<file path="config.mk">
export PLATFORM = sky130hd
export DESIGN_NAME = vrc6_bank_and_scanline_irq
export DESIGN_NICKNAME = d
export VERILOG_FILES = /design/src/rtl/vrc6_pkg.sv /design/src/rtl/vrc6_bank_and_scanline_irq.sv /design/src/rtl/vrc6_decode.sv /design/src/rtl/vrc6_irq.sv
export SDC_FILE = /design/constraint.sdc
export NUM_CORES = 1
export LEC_CHECK = 0
export BUFFER_PORTS_ARGS = -buffer_cell sky130_fd_sc_hd__buf_2
export CAP_MARGIN = 20
export CELL_PAD_IN_SITES_DETAIL_PLACEMENT = 1
export CELL_PAD_IN_SITES_GLOBAL_PLACEMENT = 1
export CORE_MARGIN = 1.5
export CORE_UTILIZATION = 45
export DETAILED_ROUTE_END_ITERATION = 12
export PLACE_DENSITY = 0.8
export SETUP_SLACK_MARGIN = 0.02
export SKIP_CTS_REPAIR_TIMING = 1
export SLEW_MARGIN = 15
export SYNTH_ARGS = -nofsm -noshare
export SYNTH_HDL_FRONTEND = slang
export SYNTH_SLANG_ARGS = --single-unit
</file>
<file path="constraint.sdc">
create_clock -name clk -period 2.9 [get_ports clk]
set_clock_uncertainty 0.15 [all_clocks]
set_input_delay 0.29 -clock clk [delete_from_list [all_inputs] [get_ports clk]]
set_output_delay 0.29 -clock clk [all_outputs]
set_load 0.01 [all_outputs]
</file>
<file path="src/rtl/vrc6_pkg.sv">
// shared types, codes and tables for the vrc6 mapper bank and scanline irq block
package vrc6_pkg;

    typedef struct packed {
        logic        opcode;
        logic [15:0] cpu_addr;
        logic [7:0]  write_data;
    } in_beat_t;

    typedef struct packed {
        logic        irq_raise;
        logic [2:0]  update_kind;
        logic [2:0]  chr_slot;
        logic [8:0]  page;
        logic [1:0]  mirroring;
        logic [15:0] sound_addr;
        logic [7:0]  sound_data;
        logic        sound_write;
    } out_beat_t;

    // irq register commands from the write decoder
    typedef struct packed {
        logic       tick;
        logic       set_reload;
        logic       set_enable_lo;
        logic       set_enable_full;
        logic [7:0] data;
    } irq_cmd_t;

    localparam logic OP_WRITE = 1'b0;
    localparam logic OP_TICK  = 1'b1;

    localparam logic [2:0] KIND_NONE   = 3'd0;
    localparam logic [2:0] KIND_PRG_PAIR = 3'd1;
    localparam logic [2:0] KIND_PRG_C000 = 3'd2;
    localparam logic [2:0] KIND_CHR    = 3'd3;
    localparam logic [2:0] KIND_MIRROR = 3'd4;

    localparam logic [1:0] MIR_SINGLE_HIGH = 2'd0;
    localparam logic [1:0] MIR_VERTICAL    = 2'd1;
    localparam logic [1:0] MIR_HORIZONTAL  = 2'd2;
    localparam logic [1:0] MIR_SINGLE_LOW  = 2'd3;

    localparam logic [15:0] ADDR_PRG_PAIR   = 16'h8000;
    localparam logic [15:0] ADDR_PRG_C000   = 16'hC000;
    localparam logic [15:0] ADDR_CHR_LO     = 16'hD000;
    localparam logic [15:0] ADDR_CHR_HI     = 16'hE000;
    localparam logic [15:0] ADDR_MIRROR     = 16'hB003;
    localparam logic [15:0] ADDR_IRQ_RELOAD = 16'hF000;
    localparam logic [15:0] ADDR_IRQ_EN_LO  = 16'hF001;
    localparam logic [15:0] ADDR_IRQ_EN     = 16'hF002;
    localparam logic [15:0] ADDR_GROUP_MASK = 16'hFFFC;

    localparam logic [7:0] MIR_DATA_MASK  = 8'h7F;
    localparam logic [7:0] MIR_CODE_SH_A  = 8'h08;
    localparam logic [7:0] MIR_CODE_SH_B  = 8'h2C;
    localparam logic [7:0] MIR_CODE_VERT  = 8'h20;
    localparam logic [7:0] MIR_CODE_HORZ  = 8'h24;
    localparam logic [7:0] MIR_CODE_SL    = 8'h28;

    localparam logic [7:0] IRQ_COUNT_TOP  = 8'hFE;

    // register index within the d/e groups to character slot
    localparam logic [2:0] CHR_SLOT_OF [8] = '{
        3'd0, 3'd2, 3'd1, 3'd3, 3'd4, 3'd6, 3'd5, 3'd7
    };

endpackage

</file>
<file path="src/rtl/vrc6_bank_and_scanline_irq.sv">
// top level of the vrc6 mapper bank and scanline irq block
// The block takes one input beat per clock (a cpu register write or a scanline
// tick) and returns exactly one result beat for each, in order. A beat goes
// through an input register, one pass of decode and irq logic, and a result
// register; the sustained rate is one beat per cycle, limited only by out_ready.
// Each result beat reports the bank, character slot or mirroring update the
// write caused; the downstream page logic keeps the bank values itself from
// these beats, so only the irq latch, enable and counter are held here. Every
// cpu write is echoed on the sound fields with address bits 0 and 1 swapped.
// Data to B003 is echoed with bit 7 cleared. No clearing pass follows reset.
module vrc6_bank_and_scanline_irq
(
    input  logic                clk,
    input  logic                rst_n,
    input  logic                in_valid,
    output logic                in_ready,
    input  vrc6_pkg::in_beat_t  in_data,
    output logic                out_valid,
    input  logic                out_ready,
    output vrc6_pkg::out_beat_t out_data
);

    // input register stage
    logic                s1_valid_reg, s1_valid_next;
    vrc6_pkg::in_beat_t  s1_data_reg,  s1_data_next;

    // result register stage
    logic                out_valid_reg, out_valid_next;
    vrc6_pkg::out_beat_t out_data_reg,  out_data_next;

    logic                in_take;
    logic                advance;
    logic                irq_raise;
    vrc6_pkg::out_beat_t result;
    vrc6_pkg::irq_cmd_t  irq_cmd;

    // the staged beat moves into the result register when that slot is free
    // or being drained this cycle; irq state updates at the same edge
    assign advance  = s1_valid_reg && (!out_valid_reg || out_ready);
    assign in_ready = !s1_valid_reg || advance;
    assign in_take  = in_valid && in_ready;

    vrc6_decode u_decode
    (
        .beat      (s1_data_reg),
        .irq_raise (irq_raise),
        .result    (result),
        .irq_cmd   (irq_cmd)
    );

    vrc6_irq u_irq
    (
        .clk   (clk),
        .rst_n (rst_n),
        .step  (advance),
        .cmd   (irq_cmd),
        .raise (irq_raise)
    );

    always_comb
    begin
        s1_valid_next  = s1_valid_reg;
        s1_data_next   = s1_data_reg;
        out_valid_next = out_valid_reg;
        out_data_next  = out_data_reg;
        if (in_take)
        begin
            s1_valid_next = 1'b1;
            s1_data_next  = in_data;
        end
        else if (advance)
        begin
            s1_valid_next = 1'b0;
        end
        if (advance)
        begin
            out_valid_next = 1'b1;
            out_data_next  = result;
        end
        else if (out_ready)
        begin
            out_valid_next = 1'b0;
        end
    end

    always_ff @(posedge clk or negedge rst_n)
    begin
        if (!rst_n)
        begin
            s1_valid_reg  <= 1'b0;
            out_valid_reg <= 1'b0;
        end
        else
        begin
            s1_valid_reg  <= s1_valid_next;
            out_valid_reg <= out_valid_next;
        end
    end

    // payload registers, no reset needed
    always_ff @(posedge clk)
    begin
        s1_data_reg  <= s1_data_next;
        out_data_reg <= out_data_next;
    end

    assign out_valid = out_valid_reg;
    assign out_data  = out_data_reg;

    // with the result slot empty the block always takes a beat
    assert property (@(posedge clk) disable iff (!rst_n)
        !out_valid_reg |-> in_ready)
        else $error("input stalled with empty result register");

    // an irq only comes from a tick, never alongside a forwarded write
    assert property (@(posedge clk) disable iff (!rst_n)
        out_valid_reg |-> !(out_data_reg.irq_raise && out_data_reg.sound_write))
        else $error("irq raised on a cpu write beat");

endmodule

</file>
<file path="src/rtl/vrc6_decode.sv">
// write address decode and result beat assembly
module vrc6_decode
(
    input  vrc6_pkg::in_beat_t  beat,
    input  logic                irq_raise,
    output vrc6_pkg::out_beat_t result,
    output vrc6_pkg::irq_cmd_t  irq_cmd
);

    logic        is_write;
    logic [15:0] addr;
    logic [7:0]  data;
    logic [7:0]  mir_data;
    logic        hit_chr;
    logic [2:0]  chr_idx;

    assign is_write = (beat.opcode == vrc6_pkg::OP_WRITE);
    assign addr     = beat.cpu_addr;
    assign data     = beat.write_data;
    assign mir_data = data & vrc6_pkg::MIR_DATA_MASK;
    assign hit_chr  = ((addr & vrc6_pkg::ADDR_GROUP_MASK) == vrc6_pkg::ADDR_CHR_LO)
                   || ((addr & vrc6_pkg::ADDR_GROUP_MASK) == vrc6_pkg::ADDR_CHR_HI);
    assign chr_idx  = {(addr[15:12] == vrc6_pkg::ADDR_CHR_HI[15:12]), addr[1:0]};

    always_comb
    begin
        result             = '0;
        irq_cmd            = '0;
        irq_cmd.data       = data;
        irq_cmd.tick       = !is_write;
        result.irq_raise   = irq_raise;
        if (is_write)
        begin
            result.sound_write = 1'b1;
            result.sound_addr  = {addr[15:2], addr[0], addr[1]};
            result.sound_data  = (addr == vrc6_pkg::ADDR_MIRROR) ? mir_data : data;
            priority if (addr == vrc6_pkg::ADDR_PRG_PAIR)
            begin
                result.update_kind = vrc6_pkg::KIND_PRG_PAIR;
                result.page        = {data, 1'b0};
            end
            else if (addr == vrc6_pkg::ADDR_PRG_C000)
            begin
                result.update_kind = vrc6_pkg::KIND_PRG_C000;
                result.page        = {1'b0, data};
            end
            else if (hit_chr)
            begin
                result.update_kind = vrc6_pkg::KIND_CHR;
                result.chr_slot    = vrc6_pkg::CHR_SLOT_OF[chr_idx];
                result.page        = {1'b0, data};
            end
            else if (addr == vrc6_pkg::ADDR_MIRROR)
            begin
                priority if (mir_data == vrc6_pkg::MIR_CODE_SH_A
                          || mir_data == vrc6_pkg::MIR_CODE_SH_B)
                begin
                    result.update_kind = vrc6_pkg::KIND_MIRROR;
                    result.mirroring   = vrc6_pkg::MIR_SINGLE_HIGH;
                end
                else if (mir_data == vrc6_pkg::MIR_CODE_VERT)
                begin
                    result.update_kind = vrc6_pkg::KIND_MIRROR;
                    result.mirroring   = vrc6_pkg::MIR_VERTICAL;
                end
                else if (mir_data == vrc6_pkg::MIR_CODE_HORZ)
                begin
                    result.update_kind = vrc6_pkg::KIND_MIRROR;
                    result.mirroring   = vrc6_pkg::MIR_HORIZONTAL;
                end
                else if (mir_data == vrc6_pkg::MIR_CODE_SL)
                begin
                    result.update_kind = vrc6_pkg::KIND_MIRROR;
                    result.mirroring   = vrc6_pkg::MIR_SINGLE_LOW;
                end
                else
                begin
                    // unlisted code, mode unchanged
                    result.update_kind = vrc6_pkg::KIND_NONE;
                end
            end
            else if (addr == vrc6_pkg::ADDR_IRQ_RELOAD)
            begin
                irq_cmd.set_reload = 1'b1;
            end
            else if (addr == vrc6_pkg::ADDR_IRQ_EN_LO)
            begin
                irq_cmd.set_enable_lo = 1'b1;
            end
            else if (addr == vrc6_pkg::ADDR_IRQ_EN)
            begin
                irq_cmd.set_enable_full = 1'b1;
            end
            else
            begin
                result.update_kind = vrc6_pkg::KIND_NONE;
            end
        end
    end

endmodule

</file>
<file path="src/rtl/vrc6_irq.sv">
// scanline irq latch, enable and counter
module vrc6_irq
(
    input  logic               clk,
    input  logic               rst_n,
    input  logic               step,
    input  vrc6_pkg::irq_cmd_t cmd,
    output logic               raise
);

    logic [7:0] reload_reg, reload_next;
    logic [1:0] enable_reg, enable_next;
    logic [7:0] count_reg,  count_next;
    logic       at_top;

    assign at_top = (count_reg >= vrc6_pkg::IRQ_COUNT_TOP);
    assign raise  = cmd.tick && (enable_reg != 2'd0) && at_top;

    always_comb
    begin
        reload_next = reload_reg;
        enable_next = enable_reg;
        count_next  = count_reg;
        if (step)
        begin
            if (cmd.tick)
            begin
                if (enable_reg != 2'd0)
                begin
                    if (at_top)
                    begin
                        count_next  = reload_reg;
                        enable_next = 2'd0;
                    end
                    else
                    begin
                        count_next = count_reg + 8'd1;
                    end
                end
            end
            else
            begin
                if (cmd.set_reload)
                begin
                    reload_next = cmd.data;
                end
                if (cmd.set_enable_lo)
                begin
                    enable_next = {1'b0, cmd.data[0]};
                end
                if (cmd.set_enable_full)
                begin
                    enable_next = cmd.data[1:0];
                    if (cmd.data[1])
                    begin
                        count_next = reload_reg;
                    end
                end
            end
        end
    end

    always_ff @(posedge clk or negedge rst_n)
    begin
        if (!rst_n)
        begin
            reload_reg <= '0;
            enable_reg <= '0;
            count_reg  <= '0;
        end
        else
        begin
            reload_reg <= reload_next;
            enable_reg <= enable_next;
            count_reg  <= count_next;
        end
    end

    // a raised irq leaves the counter disabled and reloaded
    assert property (@(posedge clk) disable iff (!rst_n)
        step && raise |=> enable_reg == 2'd0 && count_reg == $past(reload_reg))
        else $error("irq raise did not disable and reload");

    // reload-on-enable copies the latch
    assert property (@(posedge clk) disable iff (!rst_n)
        step && !cmd.tick && cmd.set_enable_full && cmd.data[1]
        |=> count_reg == $past(reload_reg))
        else $error("enable write with reload did not load the counter");

    // a tick with the counter disabled changes nothing
    assert property (@(posedge clk) disable iff (!rst_n)
        step && cmd.tick && enable_reg == 2'd0
        |=> $stable(count_reg) && $stable(enable_reg))
        else $error("disabled counter moved on a tick");

endmodule
</file>
==> results_dict.tcl, run 1 <==
set metrics [dict create \
    synth.area.top_cells "edfxtp_1 (55%), dfrtp_1 (13%), nor2b_1 (3.4%)" \
    clockBufferDepth 2 \
    cp_cell_sequence "nor4b_1 > and4_1 > o21a_1 > mux2_1" \
    critPathBufInv 0 \
    rsz0062_at_grt "false" \
    cts_tree "built" \
    tightestPinTransition_ps 625 \
    gp_congestion 0.822 \
    min_path_type "in2reg" \
    synth_edf_count 68 \
    hold_violations 0 \
    reg2reg_slack_ps 560 \
    crit_arrival_ps 2440 \
    status "completed" \
    path_max_fanout 8 \
    setup_viol 0 \
    yosys-top-cells-count "edfxtp_1 (68), dfrtp_1 (20), nor2b_1 (20)" \
    finalSetupTns_ps 0 \
    slew_violations 0 \
    drv_cap 0 \
    dp_hpwl_um 5970 \
    layout-drive-gt1-share 0.304 \
    yosysWarningCount 0 \
    antenna_found_initial 0 \
    n_antenna_cell 0 \
    cts_root_buffer "clkbuf_8" \
    placementRows 32 \
    grt_pass1_vias 2447 \
    synth_seq_area_share 0.684 \
    insertion_delay_ps 370 \
    drt_iter0_markers 115 \
    syn_area_um2 3710 \
    synth_most_common_cell "edfxtp_1" \
    crit_path_max_incr_delay_ps 500 \
    multiInputGateArea_um2 1080 \
    syn2layout_area_growth_pct 25.6 \
    grt_max_degree 31 \
    startpoint_type "flop" \
    syn_inst 253 \
    period_needed_ps 2340 \
    die_x_um 93.9 \
    yosys.area.top_type "edfxtp_1" \
    hp-start "out_ready" \
    netlist.area_leader.share 0.550 \
    ios 74 \
    synth_seq_cells 88 \
    cts_made_buffers 9 \
    fill_cells 787 \
    ir_worst_vdd_uv 335 \
    regArea_um2 2540 \
    wirelength_um 8660 \
    vias 2524 \
    crit_required_ps 3000 \
    via_per_inst 5.40 \
    ys.flop_type "edfxtp_1" \
    powerDensity_nw_per_um2 579 \
    place_ws_ps 599 \
    cts.sinks 88 \
    synth_nets 284 \
    grt-ovfl-total 0 \
    synth-async-reset-ratio 0.227 \
    grt_pass1_wl_um 13300 \
    fin_ws_ps 556 \
    start_util 0.473 \
    crit_type "reg2reg" \
    routedWlPerCell_um 18.5 \
    track_usage 0.206 \
    max_slew_margin 0.583 \
    fp.dieH_um 93.9 \
    nNetsFinal 391 \
    drcViolationCount 0 \
    timing.rr.start "s1_data_reg[8]" \
    end_kind "flop" \
    dr.pass1.iters 4 \
    numPortBuffers 73 \
    p_leak_nw 1.88 \
    finalCritPeriodShare 0.808 \
    worstSetupStartpoint "s1_data_reg[8]" \
    yosys.cell_types.count 53 \
    fmax_mhz 427 \
    h-tree-depth 3 \
    cp_top_family "simple AND/OR/NAND/NOR gates" \
    dieArea_um2 8810 \
    critPathSlowestCell "edfxtp_1" \
    cts.clk_slew.worst_paths_ps 80 \
    largest_register_ffs 43 \
    syn_avg_cell_area_um2 14.7 \
    final_antenna_net_count 0 \
    core_area_um2 7850 \
]
path summary, 6_finish.rpt:
path                                       endpoint  cells after the start
worst max-delay path             u_irq.count_reg[1]                      4
worst min-delay path                   s1_valid_reg                      3
worst max register to register   u_irq.count_reg[1]                      4
worst min register to register  u_irq.reload_reg[0]                      1
max in group asynchronous        u_irq.count_reg[3]                      2
min in group asynchronous       u_irq.reload_reg[3]                      2
layer usage:
metal | part of all wire | vias up | wire length [um] | global-route usage
met2 | 0.51 | 94 | 4440 | 0.344
li1 | - | 1173 | - | -
met4 | 0.018 | 0 | 158 | 0.0908
met5 | 0 | - | 0 | 0
met3 | 0.049 | 12 | 420 | 0.0388
met1 | 0.42 | 1245 | 3640 | 0.262
layout by cell type (no fill, tap or decap), types with 3 or more instances in the layout:
master / count
mux2i_1: 3
dlygate4sd3_1: 27
buf_4: 3
o21ai_0: 3
nor2_1: 9
clkbuf_8: 10
nand4_1: 4
nand2_1: 15
nor3_1: 4
and3_1: 3
a22o_1: 8
buf_2: 73
nor2b_1: 20
o221ai_1: 3
edfxtp_1: 68
a21oi_1: 3
inv_1: 14
mux2_2: 9
dfrtp_1: 20
a22oi_1: 4
nand2b_1: 3
and2_1: 6
worst reg2reg max path: cells and delay by family, from the launching register on:
kind,cells,cell delay (ps)
multiplexers,1,360
flip-flops,1,500
AND/OR/NAND/NOR,2,890
AO/OA/AOI/OAI,1,330
cells by family (layout without fill, tap and decap cells):
family	count (synthesis)	after routing	synth area share
flip-flops	88	88	0.684
AND/OR/NAND/NOR	86	86	0.151
AO/OA/AOI/OAI	39	39	0.0886
buffers and inverters	22	134	0.0239
multiplexers	13	13	0.0384
XOR/XNOR	3	3	0.00707
adder cells (fa/ha/maj)	2	2	0.00674
metrics by stage:
step / hold slack (ps) / util / total power [mW] / area (um2) / std cells
2_1_floorplan: -156 / - / 1.77 / 3710 / 253
3_5_place_dp: 125 / 0.537 / 1.92 / 4210 / 424
4_1_cts: -274 / 0.560 / 2.70 / 4400 / 440
3_3_place_gp: 120 / 0.537 / 1.90 / 4210 / 424
6_report: 93.1 / 0.595 / 2.70 / 4670 / 467
5_1_grt: 116 / 0.595 / 2.82 / 4670 / 467
cell type report:
| type | count | area share |
|---|---|---|
| Inverter | 14 | 0.0113 |
| Multi-Input combinational cell | 143 | 0.232 |
| Clock buffer | 11 | 0.0303 |
| Sequential cell | 88 | 0.545 |
| Clock inverter | 5 | 0.00885 |
| Tap cell | 102 | 0.0273 |
| Timing Repair Buffer | 104 | 0.145 |
report_power, final:
group          total (mW)  internal (mW)  switching (mW)
clock network       0.784          0.341           0.444
logic               0.332          0.150           0.183
registers            1.59           1.48           0.109
No activity file was read; power rests on OpenSTA's default activity.
==> inputs of run 2 (changes only) <==
clock period = 2.2 ns   (was 2.9 ns; I/O delays follow)
==> run 2 against run 1 <==
Effect of this change:
- global-route usage rose by 0.41 points
- final area is 3.0% higher
- via count is 1.4% higher
- sequential share of layout area shrank 1.6 points
- total power increased by 35%
- clock-buffer cell count increased by 1
- clock power increased by 36%
- combinational power is 46% higher
- sequential cell count unchanged
- final cell count increased by 2.8%
- sequential power up 31%
- die area did not move
- largest power group unchanged
==> results_dict.tcl, run 2 (same netlist as run 1, synthesis figures left out) <==
set metrics [dict create \
    max_slew_margin 0.648 \
    final_common_cell "buf_2" \
    finalCritPeriodShare 0.955 \
    n_antenna_cell 0 \
    utilization 0.613 \
    place_ws_ps 76.5 \
    via_per_inst 5.33 \
    crit_arrival_ps 2200 \
    p_leak_nw 1.96 \
    path_max_fanout 6 \
    ios 74 \
    finalSetupTns_ps 0 \
    setup_viol 0 \
    cts_made_buffers 9 \
    drcViolationCount 0 \
    finalNonFillerCells 480 \
    fin_ws_ps 99.1 \
    die_x_um 93.9 \
    start_util 0.473 \
    syn2layout_area_growth_pct 29.4 \
    numPortBuffers 73 \
    crit_type "reg2reg" \
    period_needed_ps 2100 \
    cts_root_buffer "clkbuf_8" \
    dp.cells 437 \
    clockBufferDepth 2 \
    status "completed" \
    fp.dieH_um 93.9 \
    startpoint_type "flop" \
    hold_violations 0 \
    fmax_mhz 476 \
    dp_hpwl_um 6090 \
    finalPower_mw 3.64 \
    reg2reg_slack_ps 100 \
    core_area_um2 7850 \
    cts_tree "built" \
    largest_register_ffs 43 \
    slew_violations 0 \
    cts.clk_slew.worst_paths_ps 80 \
    dieArea_um2 8810 \
    dr.pass1.iters 4 \
    final_cell_mix "buf_2 (73), edfxtp_1 (68), dlygate4sd3_1 (27)" \
    cts.sinks 88 \
    h-tree-depth 3 \
    placementRows 32 \
    vias 2560 \
    drt_iter0_markers 97 \
    drv_cap 0 \
    grt_pass1_vias 2572 \
    grt_pass1_wl_um 13400 \
    tightestPinTransition_ps 526 \
    track_usage 0.210 \
    antenna_found_initial 0 \
    min_path_type "in2reg" \
    final_antenna_net_count 0 \
    wirelength_um 9090 \
    powerDensity_nw_per_um2 758 \
    insertion_delay_ps 360 \
    nNetsFinal 404 \
    crit_required_ps 2300 \
    gp_congestion 0.890 \
    layout-drive-gt1-share 0.336 \
    grt-ovfl-total 0 \
    rsz0062_at_grt "true" \
    end_kind "flop" \
    grt_max_degree 37 \
    ir_worst_vdd_uv 411 \
    routedWlPerCell_um 18.9 \
]
==> run 2: cell count changes in the layout (fill, tap and decap cells not counted), sizes merged <==
cell and change:
buf +13, bufinv +1, clkbuf +1, clkinvlp -1
inv -1
==> run 2: per-layer routing <==
layer	part of all wire	global-route usage
met1	0.41	0.253
met2	0.52	0.360
met3	0.046	0.0372
met4	0.023	0.111
met5	0	0
==> run 2: layout make-up <==
| type | count | area (um2) |
|---|---|---|
| timing repair buffer | 117 | 792 |
| clock buffer | 12 | 135 |
| sequential | 88 | 2540 |
| multi-input combinational | 143 | 1110 |
| clock inverter | 4 | 47.5 |
| fill | 817 | 3040 |
| inverter | 14 | 52.6 |
| tap | 102 | 128 |
==> run 2: where the power goes <==
group          switching (mW)  total, mW  internal, mW
Sequential              0.143       2.09          1.95
Clock                   0.546       1.07         0.523
Combinational           0.273      0.486         0.212
==> run 2: worst paths after layout <==
kind                                  endpoint  depth (start not counted)                start
setup / recovery            u_irq.count_reg[1]                          6   u_irq.count_reg[0]
hold / removal                    s1_valid_reg                          3            out_ready
setup reg to reg            u_irq.count_reg[1]                          6   u_irq.count_reg[0]
hold reg to reg            u_irq.reload_reg[0]                          1  u_irq.reload_reg[0]
max in group asynchronous  u_irq.enable_reg[1]                          2                rst_n
min in group asynchronous  u_irq.reload_reg[5]                          2                rst_n
==> run 2: per-stage QoR <==
step | hold WS [ps] | cell area, um2
after floorplan | -226 | 3710
after global placement | 48.2 | 4320
after detailed placement | 47.7 | 4320
after CTS | -342 | 4510
after global routing | 39.3 | 4810
final | 37.2 | 4810
==> run 2: critical path, stage by stage, from the launching register on <==
cell and delay, ps:
dfrtp_1 440, inv_1 70, ha_1 240, o2111a_1 340, a31o_2 310, mux2i_1 140, mux2_1 300
